## config.mk

```make
export PLATFORM = sky130hd
export DESIGN_NAME = ogru_ctrl
export DESIGN_NICKNAME = d
export VERILOG_FILES = /design/src/sv/ogru_pkg.sv /design/src/sv/ogru_ctrl.sv
export VERILOG_INCLUDE_DIRS = /design/src /design/src/sv
export SDC_FILE = /design/constraint.sdc
export NUM_CORES = 1
export LEC_CHECK = 0
export ABC_AREA = 0
export BUFFER_PORTS_ARGS = -buffer_cell sky130_fd_sc_hd__buf_4
export CORE_AREA = 2 2 39 41
export DETAILED_ROUTE_END_ITERATION = 6
export DIE_AREA = 0 0 41 43
export GPL_TIMING_DRIVEN = 0
export SYNTH_ARGS = -nofsm -noshare
export SYNTH_HDL_FRONTEND = slang
export SYNTH_SLANG_ARGS = --single-unit
export TNS_END_PERCENT = 50
```

## constraint.sdc

```tcl
create_clock -name clk -period 1.2 [get_ports clk]
set_input_delay 0.12 -clock clk [delete_from_list [all_inputs] [get_ports clk]]
set_output_delay 0.12 -clock clk [all_outputs]
set_load 0.02 [all_outputs]
```

## src/sv/occupancy_grid_ray_update_assert.svh

```systemverilog
// Assertion macros for the occupancy grid ray update block.
// Each macro expects signals named clk and arst_n in the including module.
`ifndef OCCUPANCY_GRID_RAY_UPDATE_ASSERT_SVH
`define OCCUPANCY_GRID_RAY_UPDATE_ASSERT_SVH
`ifndef SYNTHESIS
`define OGRU_ASSERT_NOW(lbl, ante, cons) \
	lbl: assert property (@(posedge clk) disable iff (!arst_n) (ante) |-> (cons)) \
		else $error("occupancy grid ray update assertion failed");
`define OGRU_ASSERT_NEXT(lbl, ante, cons) \
	lbl: assert property (@(posedge clk) disable iff (!arst_n) (ante) |=> (cons)) \
		else $error("occupancy grid ray update assertion failed");
`else
`define OGRU_ASSERT_NOW(lbl, ante, cons)
`define OGRU_ASSERT_NEXT(lbl, ante, cons)
`endif
`endif

```

## src/sv/ogru_pkg.sv

```systemverilog
// Shared constants, codes and controller/datapath interface types for the
// occupancy grid ray update block. No dependencies.
`default_nettype none
package ogru_pkg;
	localparam int GRID_DIM = 256;
	localparam int LAYERS = 32;
	localparam int COORD_W = (GRID_DIM > 1) ? $clog2(GRID_DIM) : 1;
	localparam int DEPTH = GRID_DIM * GRID_DIM;
	localparam int ADDR_W = $clog2(DEPTH);
	localparam int LAYER_W = (LAYERS > 1) ? $clog2(LAYERS) : 1;
	localparam int CELL_W = 2;
	localparam int WORD_W = CELL_W + CELL_W * LAYERS;
	localparam int POS_W = 18;
	localparam int ERR_W = POS_W + 1;
	localparam int WALK_W = 10;
	localparam int CFG_IDX_W = 2;
	localparam int CFG_DATA_W = 9;

	localparam logic [1:0] ACT_CAST = 2'd0;
	localparam logic [1:0] ACT_READ_PLANE = 2'd1;
	localparam logic [1:0] ACT_READ_VOXEL = 2'd2;

	localparam logic [CELL_W-1:0] CELL_UNKNOWN = 2'd0;
	localparam logic [CELL_W-1:0] CELL_FREE = 2'd1;
	localparam logic [CELL_W-1:0] CELL_OCC = 2'd2;

	localparam logic [CFG_IDX_W-1:0] REG_GRID_WIDTH = 2'd0;
	localparam logic [CFG_IDX_W-1:0] REG_GRID_HEIGHT = 2'd1;
	localparam logic [CFG_IDX_W-1:0] REG_LAYERS_IN_USE = 2'd2;
	localparam logic [CFG_IDX_W-1:0] REG_OBSTACLE_LAYER = 2'd3;

	typedef struct packed {
		logic clear;
		logic load;
		logic visit;
		logic modify;
		logic qread;
		logic qcapture;
		logic set_left;
	} cmd_t;

	typedef struct packed {
		logic clear_last;
		logic out_of_grid;
		logic at_end;
	} status_t;
endpackage
`default_nettype wire

```

## src/sv/ogru_ctrl.sv

```systemverilog
// Controller state machine for the occupancy grid ray update block.
// Depends on ogru_pkg and the assertion macro header.
`default_nettype none
`include "occupancy_grid_ray_update_assert.svh"
module ogru_ctrl (
	input  wire logic              clk,
	input  wire logic              arst_n,
	input  wire logic              start,
	input  wire logic [1:0]        action,
	input  wire ogru_pkg::status_t status,
	output ogru_pkg::cmd_t         cmd,
	output logic                   busy,
	output logic                   done
);
	localparam logic [2:0] S_CLEAR = 3'd0;
	localparam logic [2:0] S_IDLE = 3'd1;
	localparam logic [2:0] S_CHECK = 3'd2;
	localparam logic [2:0] S_MODIFY = 3'd3;
	localparam logic [2:0] S_QUERY = 3'd4;
	localparam logic [2:0] S_QRESP = 3'd5;
	localparam logic [2:0] S_REPORT = 3'd6;

	logic [2:0] state_q;
	logic [2:0] state_next;

	always_comb begin
		state_next = state_q;
		cmd = '0;
		unique case (state_q)
			S_CLEAR: begin
				cmd.clear = 1'b1;
				if (status.clear_last) begin
					state_next = S_IDLE;
				end
			end
			S_IDLE: begin
				if (start) begin
					cmd.load = 1'b1;
					if (action == ogru_pkg::ACT_CAST) begin
						state_next = S_CHECK;
					end else if (action == ogru_pkg::ACT_READ_PLANE ||
							action == ogru_pkg::ACT_READ_VOXEL) begin
						state_next = S_QUERY;
					end else begin
						state_next = S_REPORT;
					end
				end
			end
			S_CHECK: begin
				if (status.out_of_grid) begin
					cmd.set_left = 1'b1;
					state_next = S_REPORT;
				end else begin
					cmd.visit = 1'b1;
					state_next = S_MODIFY;
				end
			end
			S_MODIFY: begin
				cmd.modify = 1'b1;
				state_next = status.at_end ? S_REPORT : S_CHECK;
			end
			S_QUERY: begin
				cmd.qread = 1'b1;
				state_next = S_QRESP;
			end
			S_QRESP: begin
				cmd.qcapture = 1'b1;
				state_next = S_REPORT;
			end
			S_REPORT: begin
				state_next = S_IDLE;
			end
			default: begin
				state_next = S_IDLE;
			end
		endcase
	end

	always_ff @(posedge clk or negedge arst_n) begin
		if (!arst_n) begin
			state_q <= S_CLEAR;
		end else begin
			state_q <= state_next;
		end
	end

	assign busy = (state_q != S_IDLE);
	assign done = (state_q == S_REPORT);

	`OGRU_ASSERT_NEXT(a_done_single, done, !done)
	`OGRU_ASSERT_NOW(a_modify_follows_check, state_q == S_MODIFY, $past(state_q) == S_CHECK)
	`OGRU_ASSERT_NOW(a_report_source, done, $past(state_q) == S_IDLE || $past(state_q) == S_CHECK || $past(state_q) == S_MODIFY || $past(state_q) == S_QRESP)
endmodule
`default_nettype wire

```

==> results.md, run 1 <==
- Status: finished, violations left
- Violated checks: setup timing
- DRT Pass-1 Iters: 2
- Initial antenna violation count: 0
- DRT iter0 DRCs: 2
- Max reg flops: 3
- Hold Slack: 206 ps
- Clock latency on the worst-skew pair: 230 ps
- Final setup margin: -208 ps
- Vias in the first global route: 345
- Syn Area/Cell: 8.87 sq um
- CP Launch Point: state_q[1]
- Biggest register: state_q
- Net count after synthesis: 46
- Clk slew on worst S/H paths: 40 ps
- Slew HR: 76.5%
- Core area: 1380 sq um
- Root buffer cell: clkbuf_4
- Sequential share of power: 11.5%
- Pin count of the biggest net entering global routing: 9
- Net Sw Power: 0.676 mW
- Row count: 14
- Maximum vdd drop: 0.000782 V
- P_int: 0.950 mW
- CTS tree: done
- Vias: 369
- Clock share of power: 10.8%
- CTS HTree Levels: 1
- Reg2reg setup slack: -70 ps
- #FFs+latches synth: 3
- Power Dens Cells: 2500 nW/um^2
- Max clock buf depth: 2
- Final hold vios: 0
- Sw Ratio: 41.6%
- RSZ-0062 raised after global routing: true
- Die area: 1760 sq um
- Final nets: 78
- Crit Path Max Fanout: 6
- Type of origin of the critical path: register
- Inst Count DP: 67
- Die Ht: 43 um
- HPWL Detailed: 590 um
- CTS buffer count: 3
- Setup TNS: -1390 ps
- Sequential-to-total area share from yosys stat: 24.2%
- Die X: 41 um
- Congestion Overflow GR: 0
- Placer Congestion: 0.657
- Max Transition Viols Final: 0
- Crit Path Class: register to primary output
- # DRC: 0
- Starting Density: 22.4%
- Yosys cell types: 22
- Area grow syn2layout: 110%
- Combinational power share: 77.8%
- Period minus WS final: 1410 ps
- Routed WL: 919 um
- Worst Tran Pin Value: 349 ps
- Final Core Density: 47.0%
- Filler cells: 144
- Setup-failing EPs final: 12
- Reg area: 75.1 sq um
- Multi-input gate area: 250 sq um
- Worst EP required: 1080 ps
- Max-Cap Viols: 0
- Vias per Instance: 4.50
- Antenna Nets Post-Route: 0
- Mapped cell area: 310 sq um
- Fmax: 710 MHz
- Largest regs: state_q: 3 flops
- Wire per inst: 11.2 um
- Worst Path Arrival: 1290 ps
- First-pass GRT wire length: 1.29 mm
- Pre-CTS WS: -103 ps
- Final cell count without fillers: 82
- Clock sinks: 3
- Worst Hold Class: primary input to async pin
- Port Buffers: 16
- Post-route clock period utilization: 117%
- Antenna cells: 0
- Leak: 0.313 nW
- Layout Skew: 0.739 ps
- RR Startpoint: state_q[1]
- GR Util All Layers: 10.9%
- Critical Path End Type: primary output
- Layout cells sized above 1: 72.7%
- Total number of yosys warnings: 0
- I/O pin total: 17
- Mapped Cells: 35
-- metrics by stage --
step	instance area, sq um	total power [mW]
after global placement	475	1.08
after CTS	591	1.50
after global routing	651	1.75
after floorplan	335	0.826
final	651	1.63
after detailed placement	475	1.09
-- cell usage after synthesis --
cell | n | area, sq um
nor2_2 | 1 | 6.26
o31ai_1 | 1 | 7.51
nand2b_1 | 1 | 6.26
nor3_1 | 3 | 15.0
inv_1 | 4 | 15.0
nor2_1 | 3 | 11.3
a21oi_1 | 2 | 10.0
buf_4 | 2 | 15.0
buf_6 | 1 | 11.3
dfrtp_1 | 3 | 75.1
ha_1 | 3 | 37.5
o22a_1 | 1 | 8.76
nor4b_2 | 1 | 15.0
nor3b_1 | 1 | 7.51
nor4b_1 | 1 | 8.76
and3_2 | 1 | 7.51
and3_1 | 1 | 6.26
mux2i_1 | 1 | 10.0
o32a_1 | 1 | 10.0
nor4_1 | 1 | 6.26
or3b_4 | 1 | 11.3
nand2b_2 | 1 | 8.76
-- cells in the final DEF, fill, tap and decap left out --
cell / instances
and3_4: 2
buf_4: 20
buf_6: 9
ha_1: 3
o31ai_2: 1
inv_4: 1
a21oi_1: 1
nor2_2: 4
inv_1: 2
nor4b_2: 1
nor3b_4: 1
a21oi_2: 1
dlygate4sd3_1: 1
nor4b_4: 1
nand2b_2: 1
dfrtp_1: 3
clkbuf_4: 3
o32a_1: 1
or3b_4: 1
mux2i_1: 1
nor3_2: 1
inv_2: 1
o22a_1: 1
nor3_1: 2
nor4_1: 1
clkbuf_1: 1
nand2b_1: 1
-- per-layer routing --
layer	wire length [um]	GRT usage [%]
met4	0	6.00
met2	544	18.8
met5	0	0
met3	62	3.66
met1	311	10.4
-- logic make-up after synthesis --
| group | Yosys count | synth area share [%] |
|---|---|---|
| simple gates | 16 | 35.5 |
| buf+inv | 7 | 13.3 |
| compound gates | 5 | 11.7 |
| fa+ha+maj | 3 | 12.1 |
| flops | 3 | 24.2 |
| mux | 1 | 3.23 |
-- worst max-delay path: stages, from the launching register on --
cell     delay [ps]
dfrtp_1         380
buf_6           140
or3b_4          400
buf_6           140
-- worst paths after layout --
path / endpoint / cells after the start
worst max-delay path: busy / 3
worst min-delay path: state_q[0] / 2
worst max register to register: state_q[2] / 5
worst min register to register: state_q[2] / 3
max in group asynchronous: state_q[1] / 2
min in group clk: state_q[0] / 3
-- power by group through the flow --
| stage | combinational, mW | sequential (mW) | clock [mW] |
|---|---|---|---|
| 6_report | 1.27 | 0.186 | 0.175 |
| 5_1_grt | 1.37 | 0.191 | 0.195 |
| 4_1_cts | 1.13 | 0.186 | 0.186 |
| 3_5_place_dp | 0.906 | 0.179 | 0 |
| 3_3_place_gp | 0.899 | 0.176 | 0 |
| 2_1_floorplan | 0.657 | 0.169 | 0 |
-- final cells by class --
| type | count | area share, % |
|---|---|---|
| plain buffers | 3 | 5.19 |
| clock buffers | 4 | 4.04 |
| inverters | 4 | 2.69 |
| multi-input cells | 25 | 38.5 |
| flip-flops and latches | 3 | 11.5 |
| well taps | 16 | 3.08 |
| repair buffers | 27 | 35.0 |
-- timing repair --
action,in CTS,in global routing
setup endpoints to repair,12,12
pin swaps,3,3
buffers inserted,6,3
gates resized for setup,9,11
gates cloned,1,0
hold endpoints to repair,3,0
hold buffers,1,0
Power figures use the tool's default switching activity.
==> run 2, diff against run 1 <==
PLACE_DENSITY = 0.55   (was unset)
SETUP_SLACK_MARGIN = 0.05   (was unset)
==> results.md, run 2 (synthesis results as in run 1) <==
- Die area: 1760 sq um
- Crit-path cells: buf_6 > or3b_4 > buf_6
- Final nets: 75
- Combinational power share: 77.2%
- Worst Tran Pin Value: 273 ps
- First-pass GRT wire length: 1.37 mm
- Routed WL: 845 um
- Power Dens Cells: 2510 nW/um^2
- Critical Path End Type: primary output
- Worst Path Arrival: 1280 ps
- CP max stage delay: 400 ps
- DRT Pass-1 Iters: 2
- Final Power: 1.55 mW
- Sw Ratio: 42.0%
- Crit path max-delay cell type: or3b_4
- Final hold vios: 0
- GR Util All Layers: 11.8%
- CTS HTree Levels: 1
- Slew HR: 81.6%
- Die X: 41 um
- Type of origin of the critical path: register
- Maximum vdd drop: 0.000728 V
- Antenna cells: 0
- HPWL Detailed: 580 um
- Inst Count DP: 67
- Max clock buf depth: 2
- Max-Cap Viols: 0
- Worst EP required: 1080 ps
- Post-route clock period utilization: 117%
- Vias: 353
- Root buffer cell: clkbuf_4
- Largest regs: state_q: 3 flops
- # DRC: 0
- Cell mode on critical path: buf_6
- Leak: 0.294 nW
- Row count: 14
- P_int: 0.899 mW
- Final cell count without fillers: 79
- Fmax: 713 MHz
- Period minus WS final: 1400 ps
- Pre-CTS WS: -110 ps
- Vias in the first global route: 357
- Biggest register: state_q
- CTS buffer count: 3
- Worst Hold Class: primary input to async pin
- Clk slew on worst S/H paths: 40 ps
- RSZ-0062 raised after global routing: true
- Setup-failing EPs final: 12
- Starting Density: 22.4%
- Layout Skew: 1.39 ps
- Crit Path Class: register to primary output
- Commonest non-fill, non-tap cell in the layout: buf_4
- Clock sinks: 3
- Placer Congestion: 0.654
- Pin count of the biggest net entering global routing: 11
- Initial antenna violation count: 0
- Clock share of power: 11.3%
- Cell family with most CP delay: simple AND/OR/NAND/NOR gates
- Clock latency on the worst-skew pair: 230 ps
- Max reg flops: 3
- Vias per Instance: 4.47
- Die Ht: 43 um
- Antenna Nets Post-Route: 0
- Crit path buf inv count: 2
- Net Sw Power: 0.650 mW
- Status: finished, violations left
- Sequential share of power: 11.5%
- Core area: 1380 sq um
- Congestion Overflow GR: 0
- Post-DP Area: 475 sq um
- Final Core Density: 44.6%
- Most frequent cells in the layout: buf_4 (18), buf_6 (8), ha_1 (3), clkbuf_4 (3), dfrtp_1 (3)
- Area grow syn2layout: 98.8%
- DRT iter0 DRCs: 2
- Violated checks: setup timing
- Layout cells sized above 1: 68.3%
- Crit Path Max Fanout: 6
- CTS tree: done
- Final setup margin: -203 ps
- Port Buffers: 16
- Max Transition Viols Final: 0
- Wire per inst: 10.7 um
- Final Cell Area: 617 sq um
- I/O pin total: 17
run 2: changes by cell type in the layout (fill, tap and decap cells not counted):
cell     before  now
nor2_1        0    2
o31ai_1       0    1
inv_2         1    2
nor3_2        1    2
o31ai_2       1    0
nor2_2        4    2
inv_4         1    0
nor3_1        2    1
buf_4        20   18
buf_6         9    8
run 2: final timing paths:
path | start | to | slack, ps | cells past startpoint
min in group clk | status[2] | state_q[0] | 310 | 3
worst min register to register | state_q[1] | state_q[1] | 650 | 2
worst max register to register | state_q[2] | state_q[2] | -160 | 5
worst max-delay path | state_q[2] | busy | -200 | 3
worst min-delay path | arst_n | state_q[1] | 220 | 2
max in group asynchronous | arst_n | state_q[0] | 890 | 2
run 2: layer usage:
metal  global-route usage [%]  share of wire (%)  vias to the layer above
met1                     11.3                 38                      160
li1                         -                  -                      182
met2                     20.0                 54                       11
met5                        0                  0                        -
met3                     1.57                7.6                        0
met4                     10.0                  0                        0
run 2: what timing repair did:
item | CTS | global route
setup buffers | 5 | 2
hold endpoints to repair | 3 | 0
pin swaps | 3 | 1
gates resized for setup | 8 | 7
setup endpoints to repair | 12 | 12
hold buffers | 1 | 0
run 2: layout make-up:
type / count / area, sq um
Fill cell: 149 / 767
Multi-Input combinational cell: 25 / 245
Timing Repair Buffer: 24 / 201
Sequential cell: 3 / 75.1
Buffer: 3 / 33.8
Clock buffer: 4 / 26.3
Tap cell: 16 / 20.0
Inverter: 4 / 15.0
run 2: power by group through the flow:
stage	registers (mW)	clock network, mW	logic, mW
3_3_place_gp	0.177	0	0.905
4_1_cts	0.179	0.190	1.09
5_1_grt	0.185	0.199	1.29
3_5_place_dp	0.176	0	0.911
2_1_floorplan	0.169	0	0.657
6_report	0.178	0.175	1.20
run 2: stage by stage:
step                hold WS [ps]  setup TNS [ps]
CTS                          198           -1430
detailed placement         -89.6            -278
finish                       216           -1440
global route                 201           -2230
floorplan                   -176           -13.8
global placement           -89.5            -313
